===== config.mk =====
export PLATFORM = sky130hd
export DESIGN_NAME = nmc_isqrt
export DESIGN_NICKNAME = d
export VERILOG_FILES = /design/src/hw/rtl/nmc_pkg.sv /design/src/hw/rtl/nmc_isqrt.sv
export SDC_FILE = /design/constraint.sdc
export NUM_CORES = 1
export LEC_CHECK = 0
export BUFFER_PORTS_ARGS = -buffer_cell sky130_fd_sc_hd__buf_4
export CORE_MARGIN = 2
export CORE_UTILIZATION = 52
export DETAILED_ROUTE_END_ITERATION = 16
export GPL_TIMING_DRIVEN = 1
export PLACE_DENSITY = 0.78
export SYNTH_ARGS = -nofsm -noshare
export SYNTH_HDL_FRONTEND = slang
export SYNTH_SLANG_ARGS = --single-unit

===== constraint.sdc =====
create_clock -name clk -period 2.5 [get_ports clk]
set_clock_uncertainty 0.1 [all_clocks]
set_input_delay 0.625 -clock clk [delete_from_list [all_inputs] [get_ports clk]]
set_output_delay 0.625 -clock clk [all_outputs]
set_load 0.1 [all_outputs]

===== src/hw/rtl/nmc_pkg.sv =====
`timescale 1ns / 1ps
// ----------------------------------------------------------------------------
// nmc_pkg
// Shared constants, codes and types of the neighbourhood mean cosine unit.
// ----------------------------------------------------------------------------
package nmc_pkg;

  localparam int MAX_X      = 16;
  localparam int MAX_Y      = 16;
  localparam int MAX_Z      = 16;
  localparam int MAX_T      = 4;
  localparam int MAX_RADIUS = 3;

  localparam int X_W     = $clog2(MAX_X);
  localparam int Y_W     = $clog2(MAX_Y);
  localparam int Z_W     = $clog2(MAX_Z);
  localparam int T_W     = $clog2(MAX_T);
  localparam int ADDR_W  = X_W + Y_W + Z_W + T_W;
  localparam int DEPTH   = MAX_X * MAX_Y * MAX_Z * MAX_T;
  localparam int VEL_W   = 16;
  localparam int SPD_W   = 24;
  localparam int WORD_W  = 3 * VEL_W + SPD_W;
  localparam int CNT_W   = 12;
  localparam int SUM_W   = 28;
  localparam int DOT_W   = 34;
  localparam int DEN_W   = 2 * SPD_W;
  localparam int RAD_W   = 48;

  localparam logic FUNC_STORE = 1'b0;
  localparam logic FUNC_QUERY = 1'b1;

  typedef enum logic [2:0] {
    REG_SIZE_X, REG_SIZE_Y, REG_SIZE_Z, REG_SIZE_T,
    REG_RADIUS_X, REG_RADIUS_Y, REG_RADIUS_Z, REG_RADIUS_T
  } reg_idx_t;

  typedef enum logic [3:0] {
    S_IDLE, S_SQMUL, S_SQSTART, S_SQWAIT, S_STWR, S_WIN, S_CEN, S_NBRD,
    S_NBMUL, S_NBDOT, S_DSTART, S_DWAIT, S_ADV, S_MSTART, S_MWAIT, S_OUT
  } state_t;

endpackage


===== src/hw/rtl/nmc_isqrt.sv =====
`timescale 1ns / 1ps
// ----------------------------------------------------------------------------
// nmc_isqrt
// Digit-by-digit integer square root, one root bit per cycle.
// ----------------------------------------------------------------------------
module nmc_isqrt (
  input  logic                      clk,
  input  logic                      rst_n,
  input  logic                      start,
  input  logic [nmc_pkg::RAD_W-1:0] rad,
  output logic                      done,
  output logic [nmc_pkg::SPD_W-1:0] root
);

  logic                      busy_r;
  logic                      done_r;
  logic [4:0]                step_r;
  logic [nmc_pkg::RAD_W-1:0] rad_r;
  logic [26:0]               rem_r;
  logic [nmc_pkg::SPD_W-1:0] root_r;
  logic [26:0]               rem_t;
  logic [26:0]               trial;

  assign rem_t = {rem_r[24:0], rad_r[nmc_pkg::RAD_W-1 -: 2]};
  assign trial = {1'b0, root_r, 2'b01};

  always_ff @(posedge clk) begin
    if (!rst_n) begin
      busy_r <= 1'b0;
      done_r <= 1'b0;
    end else begin
      done_r <= 1'b0;
      if (start) begin
        busy_r <= 1'b1;
      end else if (busy_r && step_r == 5'd0) begin
        busy_r <= 1'b0;
        done_r <= 1'b1;
      end
    end
  end

  always_ff @(posedge clk) begin
    if (start) begin
      rad_r  <= rad;
      rem_r  <= '0;
      root_r <= '0;
      step_r <= 5'(nmc_pkg::SPD_W - 1);
    end else if (busy_r) begin
      rad_r  <= {rad_r[nmc_pkg::RAD_W-3:0], 2'b00};
      step_r <= step_r - 5'd1;
      if (rem_t >= trial) begin
        rem_r  <= rem_t - trial;
        root_r <= {root_r[nmc_pkg::SPD_W-2:0], 1'b1};
      end else begin
        rem_r  <= rem_t;
        root_r <= {root_r[nmc_pkg::SPD_W-2:0], 1'b0};
      end
    end
  end

  assign done = done_r;
  assign root = root_r;

endmodule


==> metrics <==
outcome finished, violations left; failing checks negative setup slack; Crit Path Max Fanout 6; Hold Crit Class input port to flip-flop; H-tree levels 3; Hold WS 0.382 ns; sequential area share after synthesis 0.460; Final Hold Fails 0; commonest non-fill, non-tap cell in the layout buf_4; # setup viols final 26; fin crit share 1.08; GR Overflow Total 0; vias in the first global route 4,577; largest net degree at the start of global routing 49; Worst path top cell family by delay compound AO/OA/AOI/OAI gates; Peak VDD IR 0.000662 V; Worst path most repeated cell o21a_1; ant diodes 0; Cell Rows 37; Filler cells 747; WP data arrival 2.93 ns; Setup WS pre-CTS -0.218 ns; count of input and output buffers 75; Yosys Warn Count 0; # IOs 76; max incr delay on CP 0.37 ns; drt pass-1 iters 4; Pwr Total 8.02 mW; area of the multi-input gates 2920 um^2; Worst slew margin 0.603; transition time of the tightest slew-check pin 0.596 ns; asr flop ratio synth 0; placed cell area 6930 um^2; clock latency at the later pin of the worst-skew pair 0.38 ns; Power per Cell Area 1100 nW/um^2; Global Route Usage Sum 0.232; startpoint types flip-flop; setup ws final -0.212 ns; Worst path slowest cell dfxtp_4; setup TNS -3.11 ns; clk sinks 104; DRC 0; RSZ-0062 raised after global routing true; Final Util 0.705; starting density of the core 0.538; Cell variety after synth 58; WS Path Type flip-flop to flip-flop; most frequent cells in the layout buf_4 (164), nor2_1 (57), edfxtp_1 (48); HPWL Detailed 9.45 mm; CTS tree done; Iteration-0 DRC Markers 246; Core ar. 10,400 um^2; Root Buffer clkbuf_8; routed wire length 13.0 mm; Layout area overhead 31.1%; final RePlAce weighted congestion 0.939; Worst-path clk slew 0.11 ns; placed cells 801; Die Ht 108 um; Post-Syn Instances 536; total nets after synthesis 614; clk buf depth 2; layout cells sized above 1 0.417; Crit. End Element flip-flop; fin cells 824; flops & latches, synth 104; initial antenna violation count 0; Syn Std Cell Area 5580 um^2; first-pass GRT wire length 21.2 mm; max-slew violation count 0; Final min period 2.71 ns; Post-synth EDFFs 48; post-route cell area 7310 um^2; Critical Path, Cell by Cell inv_4 -> ha_4 -> o21a_1 -> o211ai_1 -> or3_4 -> o21ba_4 -> o21a_1 -> o31a_1 -> buf_6 -> mux2_4 -> a211oi_2; Die Wd 108 um; CP Data Required Time 2.71 ns; number of CTS-inserted buffers 9; main flop type after synthesis dfxtp_1; fmax 369 MHz; post-route antenna net violation count 0; nets 761; area occupied by registers 2620 um^2; syn avg cell area 10.4 um^2; Pleak 3.09 nW; via/cell ratio 5.54; Buffers & Inverters on Critical Path 2; Max Cap Violations 0; Wirelength per Cell 15.8 um; Die Area 11,600 um^2; Vias 4,562
[flip-flops by register name (all words and copies together) (netlist names)]
register	flops
rad_r	48
rem_r	25
root	24
step_r	5
busy_r	1
done	1
[Yosys cell counts, drive strengths merged (2+ instances only)]
cell type	instances	area [um^2]
nor2	57	214
dfxtp	56	1120
edfxtp	48	1440
mux2	47	533
inv	33	124
mux2i	33	330
ha	27	338
nand2	25	93.8
clkbuf	24	91.3
a21oi	19	95.1
a211oi	16	125
o21ai	15	75.1
nand3	12	60.1
xnor2	12	105
xor2	12	105
a21o	10	75.1
buf	8	48.8
nand2b	7	43.8
nor3	7	35.0
o21a	7	52.6
nand4	4	25.0
nor2b	4	25.0
o211ai	4	30.0
o22ai	4	25.0
o311ai	4	35.0
a31oi	3	18.8
a32oi	3	26.3
and2	3	18.8
o31ai	3	22.5
or3	3	18.8
and3	2	12.5
nand4b	2	17.5
o2111ai	2	17.5
[timing repair]
item,in CTS,in global routing
pin swaps,6,11
setup buffers,4,4
resized for setup,12,25
endpoints found under the setup margin,26,26
hold buffers,0,0
[final cells by class]
type	count	area share
multi-input combinational	367	0.399
clock inverter	7	0.00805
inverter	33	0.0178
clock buffer	9	0.0169
sequential	104	0.359
timing repair buffer	168	0.176
tap	136	0.0233
[power by group]
group / leakage, nW / switching (mW) / total (mW) / internal (mW)
sequential: 0.955 / 0.138 / 2.15 / 2.01
combinational: 2.04 / 2.42 / 4.85 / 2.43
clock: 0.0978 / 0.637 / 1.02 / 0.382
total: 3.09 / 3.20 / 8.02 / 4.82
[cell families (layout without fill, tap and decap cells)]
group                      Yosys count  in the layout  share of synthesized area
and+or+nand+nor                    132            132                      0.110
adders and majority gates           27             27                     0.0606
DFF                                104            104                      0.460
buffers and inverters               65            217                     0.0473
AOI/OAI and AO/OA                  104            104                      0.130
muxes                               80             80                      0.155
xor gates and xnor gates            24             24                     0.0377
[worst reg2reg max path, cell delays in order, from the launching register on]
cell and delay [ns]:
dfxtp_4 0.37, inv_4 0.04, ha_4 0.25, o21a_1 0.10
o211ai_1 0.11, or3_4 0.35, o21ba_4 0.21, o21a_1 0.19
o31a_1 0.28, buf_6 0.15, mux2_4 0.30, a211oi_2 0.20
[path summary, 6_finish.rpt]
path	from	end	slack (ns)	cells past startpoint
setup / recovery	root[3]	rem_r[1]	-0.21	11
hold / removal	rst_n	busy_r	0.38	3
setup reg to reg	root[3]	rem_r[1]	-0.21	11
hold reg to reg	rem_r[23]	rem_r[23]	0.39	1
[layer usage]
| layer | routed length (um) | global-route usage |
|---|---|---|
| met2 | 6340 | 0.381 |
| met1 | 5830 | 0.301 |
| met3 | 610 | 0.0496 |
| met5 | 0 | 0 |
| met4 | 250 | 0.0870 |
Note: power is estimated with default switching activity, not from simulation.
