[config.mk]
export PLATFORM = sky130hd
export DESIGN_NAME = nmc_mean_div
export DESIGN_NICKNAME = d
export VERILOG_FILES = /design/src/hw/rtl/nmc_pkg.sv /design/src/hw/rtl/nmc_mean_div.sv
export SDC_FILE = /design/constraint.sdc
export NUM_CORES = 1
export LEC_CHECK = 0
export BUFFER_PORTS_ARGS = -buffer_cell sky130_fd_sc_hd__buf_2
export CORE_MARGIN = 2
export CORE_UTILIZATION = 55
export DETAILED_ROUTE_END_ITERATION = 8
export PLACE_DENSITY_LB_ADDON = 0.3
export SLEW_MARGIN = 10
export SYNTH_ARGS = -nofsm -noshare
export SYNTH_HDL_FRONTEND = slang
export SYNTH_SLANG_ARGS = --single-unit
[constraint.sdc]
create_clock -name clk -period 4.3 [get_ports clk]
set_clock_uncertainty 0.2 [all_clocks]
set_input_delay 0.645 -clock clk [delete_from_list [all_inputs] [get_ports clk]]
set_output_delay 0.645 -clock clk [all_outputs]
set_load 0.03 [all_outputs]
[src/hw/rtl/nmc_pkg.sv]
`timescale 1ns / 1ps
// ----------------------------------------------------------------------------
// nmc_pkg
// Shared constants, codes and types of the neighbourhood mean cosine unit.
// ----------------------------------------------------------------------------
package nmc_pkg;

  localparam int MAX_X      = 16;
  localparam int MAX_Y      = 16;
  localparam int MAX_Z      = 16;
  localparam int MAX_T      = 4;
  localparam int MAX_RADIUS = 3;

  localparam int X_W     = $clog2(MAX_X);
  localparam int Y_W     = $clog2(MAX_Y);
  localparam int Z_W     = $clog2(MAX_Z);
  localparam int T_W     = $clog2(MAX_T);
  localparam int ADDR_W  = X_W + Y_W + Z_W + T_W;
  localparam int DEPTH   = MAX_X * MAX_Y * MAX_Z * MAX_T;
  localparam int VEL_W   = 16;
  localparam int SPD_W   = 24;
  localparam int WORD_W  = 3 * VEL_W + SPD_W;
  localparam int CNT_W   = 12;
  localparam int SUM_W   = 28;
  localparam int DOT_W   = 34;
  localparam int DEN_W   = 2 * SPD_W;
  localparam int RAD_W   = 48;

  localparam logic FUNC_STORE = 1'b0;
  localparam logic FUNC_QUERY = 1'b1;

  typedef enum logic [2:0] {
    REG_SIZE_X, REG_SIZE_Y, REG_SIZE_Z, REG_SIZE_T,
    REG_RADIUS_X, REG_RADIUS_Y, REG_RADIUS_Z, REG_RADIUS_T
  } reg_idx_t;

  typedef enum logic [3:0] {
    S_IDLE, S_SQMUL, S_SQSTART, S_SQWAIT, S_STWR, S_WIN, S_CEN, S_NBRD,
    S_NBMUL, S_NBDOT, S_DSTART, S_DWAIT, S_ADV, S_MSTART, S_MWAIT, S_OUT
  } state_t;

endpackage

[src/hw/rtl/nmc_mean_div.sv]
`timescale 1ns / 1ps
// ----------------------------------------------------------------------------
// nmc_mean_div
// Mean divider: signed sum over count, truncated toward zero.
// ----------------------------------------------------------------------------
module nmc_mean_div (
  input  logic                             clk,
  input  logic                             rst_n,
  input  logic                             start,
  input  logic signed [nmc_pkg::SUM_W-1:0] sum,
  input  logic [nmc_pkg::CNT_W-1:0]        cnt,
  output logic                             done,
  output logic signed [15:0]               mean
);

  localparam int QW = nmc_pkg::SUM_W - 1;
  localparam int RW = QW + nmc_pkg::CNT_W - 1;

  logic                      busy_r;
  logic                      done_r;
  logic [4:0]                step_r;
  logic [RW-1:0]             rem_r;
  logic [RW-1:0]             dv_r;
  logic [QW-1:0]             q_r;
  logic                      neg_r;
  logic [nmc_pkg::SUM_W-1:0] mag;
  logic                      ge;

  assign mag = sum[nmc_pkg::SUM_W-1] ? nmc_pkg::SUM_W'(-sum) : nmc_pkg::SUM_W'(sum);
  assign ge  = rem_r >= dv_r;

  always_ff @(posedge clk) begin
    if (!rst_n) begin
      busy_r <= 1'b0;
      done_r <= 1'b0;
    end else begin
      done_r <= 1'b0;
      if (start) begin
        busy_r <= 1'b1;
      end else if (busy_r && step_r == 5'd0) begin
        busy_r <= 1'b0;
        done_r <= 1'b1;
      end
    end
  end

  always_ff @(posedge clk) begin
    if (start) begin
      neg_r  <= sum[nmc_pkg::SUM_W-1];
      rem_r  <= RW'(mag[QW-1:0]);
      dv_r   <= {cnt, {(QW-1){1'b0}}};
      q_r    <= '0;
      step_r <= 5'(QW - 1);
    end else if (busy_r) begin
      if (ge) begin
        rem_r <= rem_r - dv_r;
      end
      dv_r   <= {1'b0, dv_r[RW-1:1]};
      q_r    <= {q_r[QW-2:0], ge};
      step_r <= step_r - 5'd1;
    end
  end

  assign done = done_r;
  assign mean = neg_r ? 16'(~q_r[15:0] + 16'd1) : q_r[15:0];

endmodule

==> flow_summary_export.csv <==
group,metric,value,unit
cts,post_cts_resized,0,
pwr,sw_frac_of_total,30.9,%
die,start_util,56.3,%
sta,fin_crit,3.60,ns
finish,drive_gt1_share,11.1,%
worst_setup_path,cp-start-kind,"flop",
die,die_x,115,um
pwr,p_int,0.00171,W
sta,fmax,278,MHz
worst_setup_path,path_class,"flop to flop",
pwr,pwr-share-clk,30.8,%
cts,cts_buffers,9,
die,rows,40,
sta,rsz0062_at_grt,"no",
logic_synthesis,synth_xor_area_share,9.46,%
route,via_count,5666,
logic_synthesis,ys.warnings.count,0,
flow_run,cap_violations,0,
status,status,"finished, final reports clean",
route,ant_nets,0,
die,io_pins,60,
logic_synthesis,syn_area,6760,sq um
route,drt_wl_total,15.3,mm
pwr,combPwrFrac,25.4,%
cts,clk_latency,0.36,ns
worst_setup_path,cp_cell_sequence,"inv_1 > ha_1 > a21oi_1 > o21ai_0 > or3_1 > nor4_1 > a32oi_1 > a22oi_1 > inv_2 > mux2i_1 > nor2_1",
finish,area_delta_synth_final,9.90,%
pwr,max-vdd-ir-drop,0.000178,V
route,drt-wirelength-per-cell,15.8,um
finish,fillCellCount,1038,
logic_synthesis,muxShareOfSynthArea,7.70,%
hold_path,hp-class,"flop to flop",
cts,clk_path_buf_depth,2,
cts,cts_hold_buffers,0,
worst_setup_path,cp.arrival,3.60,ns
route,vias_per_cell,5.85,
logic_synthesis,synth_cell_types,61,
cts,cts_setup_buffers,0,
logic_synthesis,async_flop_share,0,%
sta,tightest_slew,0.919,ns
global_route,grt_use_total,24.2,%
worst_setup_path,endpoint_kind,"flop",
route,drc,0,
die,coreArea,12000,sq um
pwr,p_switching,0.000764,W
finish,finalInstanceArea,7430,sq um
sta,tns,0,ns
die,die-area,13200,sq um
cts,clock_sinks,100,
logic_synthesis,synth-seq-area-share,35.5,%
die,die_y,115,um
route,drt_iter0_markers,302,
sta,drv_slew,0,
global_route,grt_max_degree,97,
pwr,p_per_area,332,nW/um^2
global_route,grt_pass1_wl,25.5,mm
cts,cts.clk_slew.worst_paths,0.07,ns
worst_setup_path,crit_fanout,9,
global_route,first_global_vias,5445,
place,hpwlAfterDp,11.5,mm
worst_setup_path,cp.required,4.31,ns
place,numPortBuffers,59,
logic_synthesis,syn_inst,771,
place,placed_cells,952,
finish,register_area,2400,sq um
sta,final.period_utilization,83.6,%
cts,htreeDepth,3,
sta,whs,0.281,ns
worst_setup_path,timing.critical_path.buf_inv,2,
worst_setup_path,slowest_stage,"a22oi_1",
logic_synthesis,synth_nets,856,
worst_setup_path,cpPeakStageDelay,0.65,ns
cts,cts-root-buf,"clkbuf_16",
logic_synthesis,syn_area_per_cell,8.77,sq um
place,place_area,7160,sq um
sta,hold_violations,0,
logic_synthesis,synth_edf_count,40,
worst_setup_path,crit_family,"compound AO/OA/AOI/OAI gates",
logic_synthesis,synth-simple-area-share,16.0,%
finish,fin_cells,968,
cts,tritoncts,"yes",
pwr,pwr-share-seq,43.8,%
global_route,overflow,0,
finish,layout.nets,901,
place,pre_cts_slack,0.648,ns
sta,fin_ws,0.704,ns
pwr,leakagePower,3.04,nW
logic_synthesis,ys_ff_latch,100,
logic_synthesis,synth_ff_type,"dfxtp_1",
logic_synthesis,synth_compound_area_share,18.6,%
global_route,antenna_found_initial,0,
finish,antenna_cells,0,
place,gp_congestion,0.921,
logic_synthesis,synth_fa_ha_area_share,7.89,%
logic_synthesis,synth_top_family_by_area,"compound AO/OA/AOI/OAI gates",
finish,multiInputGateArea,4030,sq um
sta,maxSlewHeadroom,38.7,%
sta,setup_viol,0,
route,drt_pre_antenna_iters,4,
[flip-flops by register name, indices dropped and copies added, names as in the netlist]
| name | flops |
|---|---|
| q_r | 16 |
| busy_r | 1 |
| dv_r | 38 |
| rem_r | 38 |
| step_r | 5 |
| done | 1 |
| neg_r | 1 |
[cell usage in the layout (no fill, tap or decap), types with 9 or more instances in the layout]
cell type  synthesis  routed
a21o_1            20      20
a21oi_1           47      47
a22o_1            11      11
buf_2              1      58
clkbuf_16          0       9
dfxtp_1           60      59
edfxtp_1          40      40
ha_1              41      41
inv_1             54      54
mux2i_1           52      52
nand2_1           53      53
nand2b_1          19      19
nand3_1           10      10
nor2_1            86      86
o21ai_0           52      52
o31ai_1           14      14
xnor2_1           55      55
xor2_1            18      18
[final cells by class]
type                       count  area share [%]
clock buffer                  11            3.13
clock inverter                 5           0.455
tap                          147            2.48
inverter                      55            2.78
sequential                   100            32.4
timing repair buffer          64            4.51
multi-input combinational    586            54.3
[tightest hold or removal path: stages (launching register included)]
cell and delay, ns:
dfxtp_1 0.32, nand2_1 0.05, a21oi_1 0.06
[power groups by stage]
stage                     registers [W]  logic, W  clock network (W)
after CTS                       0.00108  0.000623           0.000776
after global placement          0.00110  0.000604                  0
after floorplan                 0.00109  0.000473                  0
after global routing            0.00109  0.000696           0.000806
final                           0.00108  0.000628           0.000760
after detailed placement        0.00110  0.000617                  0
[routing by layer]
metal / routed length (um) / vias up / part of all wire [%] / global-route usage, %
met5: 0 / - / 0 / 0
met3: 707 / 25 / 4.6 / 3.37
li1: - / 2829 / - / -
met2: 7170 / 156 / 47 / 40.8
met4: 336 / 0 / 2.2 / 9.40
met1: 7090 / 2656 / 46 / 31.6
[kinds of logic (layout without fill, tap and decap cells)]
kind of cell / count (synthesis) / in the layout
AOI/OAI and AO/OA: 193 / 193
xor gates and xnor gates: 73 / 73
adders and majority gates: 42 / 42
buffers and inverters: 85 / 135
DFF: 100 / 100
muxes: 52 / 52
and+or+nand+nor: 226 / 226
[Yosys cell counts, drive strengths merged (9+ instances only)]
cell,instances,area (sq um)
o21ai,55,275
edfxtp,40,1200
inv,55,206
xnor2,55,482
nand3,10,50.1
o31ai,15,118
or3,9,61.3
a22o,11,96.3
nand2,53,199
a21o,20,150
dfxtp,60,1200
xor2,18,158
ha,41,513
nand2b,19,119
nor2,86,323
mux2i,52,521
a21oi,47,235
clkbuf,26,97.6
[final timing paths]
check / end / from / slack [ns] / cells after the start
worst max register to register: rem_r[35] / dv_r[27] / 0.70 / 11
worst max-delay path: rem_r[35] / dv_r[27] / 0.70 / 11
worst min-delay path: rem_r[32] / rem_r[32] / 0.28 / 2
worst min register to register: rem_r[32] / rem_r[32] / 0.28 / 2
[metrics by stage]
step | power, W | utilization, %
3_3_place_gp | 0.00170 | 59.6
6_report | 0.00247 | 61.8
4_1_cts | 0.00248 | 61.8
5_1_grt | 0.00259 | 61.8
3_5_place_dp | 0.00172 | 59.6
2_1_floorplan | 0.00156 | -
(Power assumes the default switching activity.)
