[src/hw/rtl/nmc_pkg.sv]
`timescale 1ns / 1ps
// ----------------------------------------------------------------------------
// nmc_pkg
// Shared constants, codes and types of the neighbourhood mean cosine unit.
// ----------------------------------------------------------------------------
package nmc_pkg;

  localparam int MAX_X      = 16;
  localparam int MAX_Y      = 16;
  localparam int MAX_Z      = 16;
  localparam int MAX_T      = 4;
  localparam int MAX_RADIUS = 3;

  localparam int X_W     = $clog2(MAX_X);
  localparam int Y_W     = $clog2(MAX_Y);
  localparam int Z_W     = $clog2(MAX_Z);
  localparam int T_W     = $clog2(MAX_T);
  localparam int ADDR_W  = X_W + Y_W + Z_W + T_W;
  localparam int DEPTH   = MAX_X * MAX_Y * MAX_Z * MAX_T;
  localparam int VEL_W   = 16;
  localparam int SPD_W   = 24;
  localparam int WORD_W  = 3 * VEL_W + SPD_W;
  localparam int CNT_W   = 12;
  localparam int SUM_W   = 28;
  localparam int DOT_W   = 34;
  localparam int DEN_W   = 2 * SPD_W;
  localparam int RAD_W   = 48;

  localparam logic FUNC_STORE = 1'b0;
  localparam logic FUNC_QUERY = 1'b1;

  typedef enum logic [2:0] {
    REG_SIZE_X, REG_SIZE_Y, REG_SIZE_Z, REG_SIZE_T,
    REG_RADIUS_X, REG_RADIUS_Y, REG_RADIUS_Z, REG_RADIUS_T
  } reg_idx_t;

  typedef enum logic [3:0] {
    S_IDLE, S_SQMUL, S_SQSTART, S_SQWAIT, S_STWR, S_WIN, S_CEN, S_NBRD,
    S_NBMUL, S_NBDOT, S_DSTART, S_DWAIT, S_ADV, S_MSTART, S_MWAIT, S_OUT
  } state_t;

endpackage

[src/hw/rtl/nmc_cos_div.sv]
`timescale 1ns / 1ps
// ----------------------------------------------------------------------------
// nmc_cos_div
// Cosine divider: dot * 2^31 / den, truncated and saturated to Q1.15.
// ----------------------------------------------------------------------------
module nmc_cos_div (
  input  logic                             clk,
  input  logic                             rst_n,
  input  logic                             start,
  input  logic signed [nmc_pkg::DOT_W-1:0] dot,
  input  logic [nmc_pkg::DEN_W-1:0]        den,
  output logic                             done,
  output logic signed [15:0]               cos
);

  logic                      busy_r;
  logic                      done_r;
  logic [4:0]                step_r;
  logic [63:0]               rem_r;
  logic [63:0]               dv_r;
  logic [16:0]               q_r;
  logic                      neg_r;
  logic signed [15:0]        cos_r;
  logic [nmc_pkg::DOT_W-1:0] mag;
  logic                      ge;
  logic [16:0]               q_nxt;
  logic signed [15:0]        sat;

  assign mag   = dot[nmc_pkg::DOT_W-1] ? nmc_pkg::DOT_W'(-dot) : nmc_pkg::DOT_W'(dot);
  assign ge    = rem_r >= dv_r;
  assign q_nxt = {q_r[15:0], ge};

  always_comb begin
    if (neg_r) begin
      sat = (q_nxt > 17'd32768) ? 16'sh8000 : 16'(~q_nxt[15:0] + 16'd1);
    end else begin
      sat = (q_nxt > 17'd32767) ? 16'sh7fff : q_nxt[15:0];
    end
  end

  always_ff @(posedge clk) begin
    if (!rst_n) begin
      busy_r <= 1'b0;
      done_r <= 1'b0;
    end else begin
      done_r <= 1'b0;
      if (start) begin
        busy_r <= !(dot == '0 || den == '0);
        done_r <= (dot == '0 || den == '0);
      end else if (busy_r && step_r == 5'd0) begin
        busy_r <= 1'b0;
        done_r <= 1'b1;
      end
    end
  end

  always_ff @(posedge clk) begin
    if (start) begin
      neg_r  <= dot[nmc_pkg::DOT_W-1];
      rem_r  <= {1'b0, mag[31:0], 31'b0};
      dv_r   <= {den, 16'b0};
      q_r    <= '0;
      step_r <= 5'd16;
      cos_r  <= '0;
    end else if (busy_r) begin
      if (ge) begin
        rem_r <= rem_r - dv_r;
      end
      dv_r   <= {1'b0, dv_r[63:1]};
      q_r    <= q_nxt;
      step_r <= step_r - 5'd1;
      if (step_r == 5'd0) begin
        cos_r <= sat;
      end
    end
  end

  assign done = done_r;
  assign cos  = cos_r;

endmodule

[config.mk]
export PLATFORM = sky130hd
export DESIGN_NAME = nmc_cos_div
export DESIGN_NICKNAME = d
export VERILOG_FILES = /design/src/hw/rtl/nmc_pkg.sv /design/src/hw/rtl/nmc_cos_div.sv
export SDC_FILE = /design/constraint.sdc
export NUM_CORES = 1
export LEC_CHECK = 0
export ABC_AREA = 1
export BUFFER_PORTS_ARGS = -buffer_cell sky130_fd_sc_hd__buf_4
export CORE_ASPECT_RATIO = 0.6
export CORE_MARGIN = 2
export CORE_UTILIZATION = 62
export CTS_CLUSTER_DIAMETER = 150
export CTS_CLUSTER_SIZE = 28
export DETAILED_ROUTE_END_ITERATION = 8
export GPL_ROUTABILITY_DRIVEN = 0
export GPL_TIMING_DRIVEN = 0
export PLACE_DENSITY = 0.82
export SYNTH_ARGS = -nofsm -noshare
export SYNTH_HDL_FRONTEND = slang
export SYNTH_SLANG_ARGS = --single-unit
[constraint.sdc]
create_clock -name clk -period 4.6 [get_ports clk]
set_input_delay 0.23 -clock clk [delete_from_list [all_inputs] [get_ports clk]]
set_output_delay 0.23 -clock clk [all_outputs]
set_load 0.01 [all_outputs]
==> metrics.json <==
{
  "hold_path": {
    "hold_path.startpoint": "rst_n",
    "hp-class": "primary input to flop"
  },
  "timing": {
    "grt_setup_unrepaired": "false",
    "min_period_over_period_pct": 95.1,
    "worst-slew-pin-transition_ps": 909,
    "report.final.hold_viol_count": 0,
    "maxClockFrequency_mhz": 229,
    "final-setup-viol-count": 0,
    "relSlewSlack_pct": 39.4,
    "skew_ps": 13.5,
    "clock_period_minus_final_worst_setup_slack_ps": 4370,
    "slew_viol_final": 0
  },
  "clock_tree": {
    "cts.htree.levels": 4,
    "tritoncts_clock_tree": "built",
    "clock-root-buffer": "sky130_fd_sc_hd__clkbuf_16",
    "worst_setup_hold_path_clk_slew_ps": 70,
    "cts.path.max_buffers": 2,
    "clock-sinks": 168,
    "clk_latency_ps": 460,
    "numCtsBuffers": 17
  },
  "final_layout": {
    "stdcell_count": 2223,
    "num_antenna_cells": 0,
    "layout-area-overhead-vs-synth_pct": 14.0,
    "finish.net_count": 2099,
    "final_common_cell": "sky130_fd_sc_hd__nand2_1",
    "fillCellCount": 1610,
    "mostFrequentLayoutCells": "sky130_fd_sc_hd__nand2_1, sky130_fd_sc_hd__inv_1, sky130_fd_sc_hd__nor2_1",
    "drive_gt1_share_pct": 8.18,
    "utilization_pct": 73.1
  },
  "critical_path": {
    "startpoint": "dv_r[39]$_DFFE_PP_",
    "r2r_setup_slack_ps": 230,
    "cp_slowest_cell": "sky130_fd_sc_hd__edfxtp_1",
    "reg2regPathDepth": 23,
    "r2r-end": "cos[14]$_SDFFE_PP0P_",
    "timing.critical_path.mode_cell": "sky130_fd_sc_hd__nand2_1",
    "end_kind": "flop",
    "reg2reg_from": "dv_r[39]$_DFFE_PP_",
    "worst_path_largest_cell_delay_ps": 370,
    "worstPathRequired_ps": 4990,
    "critPathLaunchType": "flop",
    "cp_max_fo": 10,
    "worstPathArrival_ps": 4760,
    "worstSetupPathType": "flop to flop",
    "cp-endpoint": "cos[14]$_SDFFE_PP0P_",
    "crit_path_cell_trace": "inv_1, ha_1, nand2_1, inv_1, a21oi_1, nand2_1, nand2_1, nand2_1, nand2_1, nand2_1, a21oi_4, ha_1, nand2_1, nor3_2, nand2_1, nor2_1, nand2_1, a21oi_1, nand2_1, inv_2, buf_4, nand3_1, a31oi_1"
  },
  "route": {
    "firstDrtPassIters": 6,
    "via_per_inst": 6.12,
    "antenna_left": 0,
    "post_drt_wl_per_cell_um": 18.3,
    "drt-initial-drc-count": 1998,
    "drt-total-wl_mm": 40.8,
    "detail_route.drc_violations": 0,
    "dr_total_vias": 13600
  },
  "placed_design": {
    "hpwlAfterDp_mm": 31.9,
    "dp.cells": 2189,
    "port_buffers": 101
  },
  "power": {
    "p_leak_uw": 0.00641,
    "worst_ir_drop_vdd_uv": 367,
    "power.density_cell_area_nw_per_um2": 354
  },
  "yosys": {
    "syn_inst": 1822,
    "synth_net_count": 1977,
    "syn_area_per_cell_um2": 6.78,
    "synth_area_leader_cell": "sky130_fd_sc_hd__edfxtp_1",
    "yosys_most_used_dff": "sky130_fd_sc_hd__dfxtp_1",
    "fraction_of_post_synthesis_cell_area_in_the_top_cell_type_by_area_pct": 19.7,
    "synth.ff_latch_count": 168,
    "synth.top_cells.by_area": "sky130_fd_sc_hd__edfxtp_1, sky130_fd_sc_hd__dfxtp_1, sky130_fd_sc_hd__nand2_1",
    "synthDistinctLibCells": 43,
    "ffs_w_async_s_r_synth_pct": 0,
    "synth.yosys.seq_area_share_pct": 33.8,
    "mappedNetlistArea_um2": 12400,
    "post_synth_edffs": 81,
    "synth-warning-count": 0
  },
  "global_route": {
    "global_route_wire_length_before_repair_mm": 62.6,
    "antenna_violations_before_repair": 0,
    "grt_start_max_net_pins": 58,
    "met2_track_usage_gr_pct": 53.1,
    "grt.total_usage_pct": 38.8,
    "groute.layer.met1.usage_pct": 58.7,
    "grt_remaining_overflow": 0,
    "vias_in_the_first_global_route": 12000,
    "gr-usage-met3_pct": 10.2,
    "top_usage_layer": "met1"
  },
  "die": {
    "num_io_pins": 102,
    "initial_utilization_pct": 64.1,
    "die-area_um2": 21100,
    "std_cell_rows": 39,
    "coreArea_um2": 19300,
    "die_height_um": 113,
    "floorplan.die.width_um": 186
  },
  "outcome": {
    "status": "finished clean"
  },
  "run": {
    "timing.max_cap.violations": 0
  }
}
-- final cells by class --
cell class	instances	area [µm²]	area share, %
well taps	266	333	2.36
clock inverters	7	48.8	0.346
multi-input cells	1341	6980	49.5
flip-flops and latches	168	4170	29.6
plain buffers	44	215	1.53
clock buffers	25	551	3.91
inverters	269	1010	7.17
repair buffers	103	778	5.52
-- critical path, delay by kind of cell, from the launching register on --
family          cells  cell delay (ps)
fa+ha+maj           2              540
flops               1              370
simple gates       13             1920
compound gates      4              930
buf+inv             4              520
-- worst min-delay path by stage --
stage / cells past startpoint / end
2_1_floorplan: 0 / neg_r$_DFFE_PP_
6_report: 3 / done$_SDFF_PN0_
3_5_place_dp: 1 / neg_r$_DFFE_PP_
5_1_grt: 3 / done$_SDFF_PN0_
3_3_place_gp: 1 / neg_r$_DFFE_PP_
4_1_cts: 3 / done$_SDFF_PN0_
-- cells in the mapped netlist (3+ instances only) --
library cell and instances:
sky130_fd_sc_hd__xnor2_1 27, sky130_fd_sc_hd__a21o_1 14, sky130_fd_sc_hd__nand2_2 3, sky130_fd_sc_hd__o21ai_1 27, sky130_fd_sc_hd__clkbuf_1 29, sky130_fd_sc_hd__nor2_1 198
sky130_fd_sc_hd__nor3_2 3, sky130_fd_sc_hd__buf_6 5, sky130_fd_sc_hd__a21boi_0 3, sky130_fd_sc_hd__edfxtp_1 81, sky130_fd_sc_hd__nand3b_1 4, sky130_fd_sc_hd__nor3_1 21
sky130_fd_sc_hd__nor4_1 24, sky130_fd_sc_hd__ha_1 69, sky130_fd_sc_hd__o21ai_0 163, sky130_fd_sc_hd__dfxtp_1 87, sky130_fd_sc_hd__buf_1 7, sky130_fd_sc_hd__o22ai_1 47
sky130_fd_sc_hd__a31oi_1 8, sky130_fd_sc_hd__nand2_1 406, sky130_fd_sc_hd__nand4_1 18, sky130_fd_sc_hd__or2_2 4, sky130_fd_sc_hd__o21bai_1 17, sky130_fd_sc_hd__nand3_1 108
sky130_fd_sc_hd__o211ai_1 9, sky130_fd_sc_hd__xor2_1 13, sky130_fd_sc_hd__inv_2 3, sky130_fd_sc_hd__inv_1 266, sky130_fd_sc_hd__a21oi_1 138
-- flip-flops by register name (all words and copies together), names as in the netlist --
| name | flops |
|---|---|
| cos | 16 |
| q_r | 16 |
| rem_r | 64 |
| busy_r | 1 |
| dv_r | 64 |
| neg_r | 1 |
| step_r | 5 |
| done | 1 |
-- metrics by stage --
stage | total power, µW | hold slack (ps) | setup slack, ps | cell area, µm² | TNS, ps
2_1_floorplan | 2890 | 329 | 1350 | 12400 | 0
3_3_place_gp | 3380 | 434 | -140 | 13400 | -6360
3_5_place_dp | 3410 | 426 | 313 | 13500 | 0
4_1_cts | 4880 | 13.5 | 215 | 14100 | 0
5_1_grt | 5170 | 40.6 | 43.8 | 14100 | 0
6_report | 4990 | 10.1 | 226 | 14100 | 0
-- logic make-up (layout without fill, tap and decap cells) --
family / count (synthesis) / in the layout / synth area share [%]
buffers and inverters: 313 / 448 / 9.88
and+or+nand+nor: 795 / 795 / 27.0
adders and majority gates: 70 / 70 / 7.15
AOI/OAI and AO/OA: 436 / 436 / 19.3
xor gates and xnor gates: 40 / 40 / 2.84
DFF: 168 / 168 / 33.8
-- report_power, final --
part | switching [µW] | internal, µW
clock network | 648 | 839
logic | 1220 | 558
registers | 37.8 | 1690
total | 1900 | 3080
-- routing by layer --
layer | share of wire (%) | vias up
li1 | - | 6347
met1 | 44 | 6159
met2 | 38 | 989
met3 | 15 | 101
met4 | 2.7 | 0
met5 | 0 | -
-- what timing repair did --
item	CTS	global route
hold buffers	2	0
endpoints found under the setup margin	0	15
hold endpoints to repair	2	0
gates resized for setup	0	3
buffers inserted	0	0
Power figures use the tool's default switching activity.
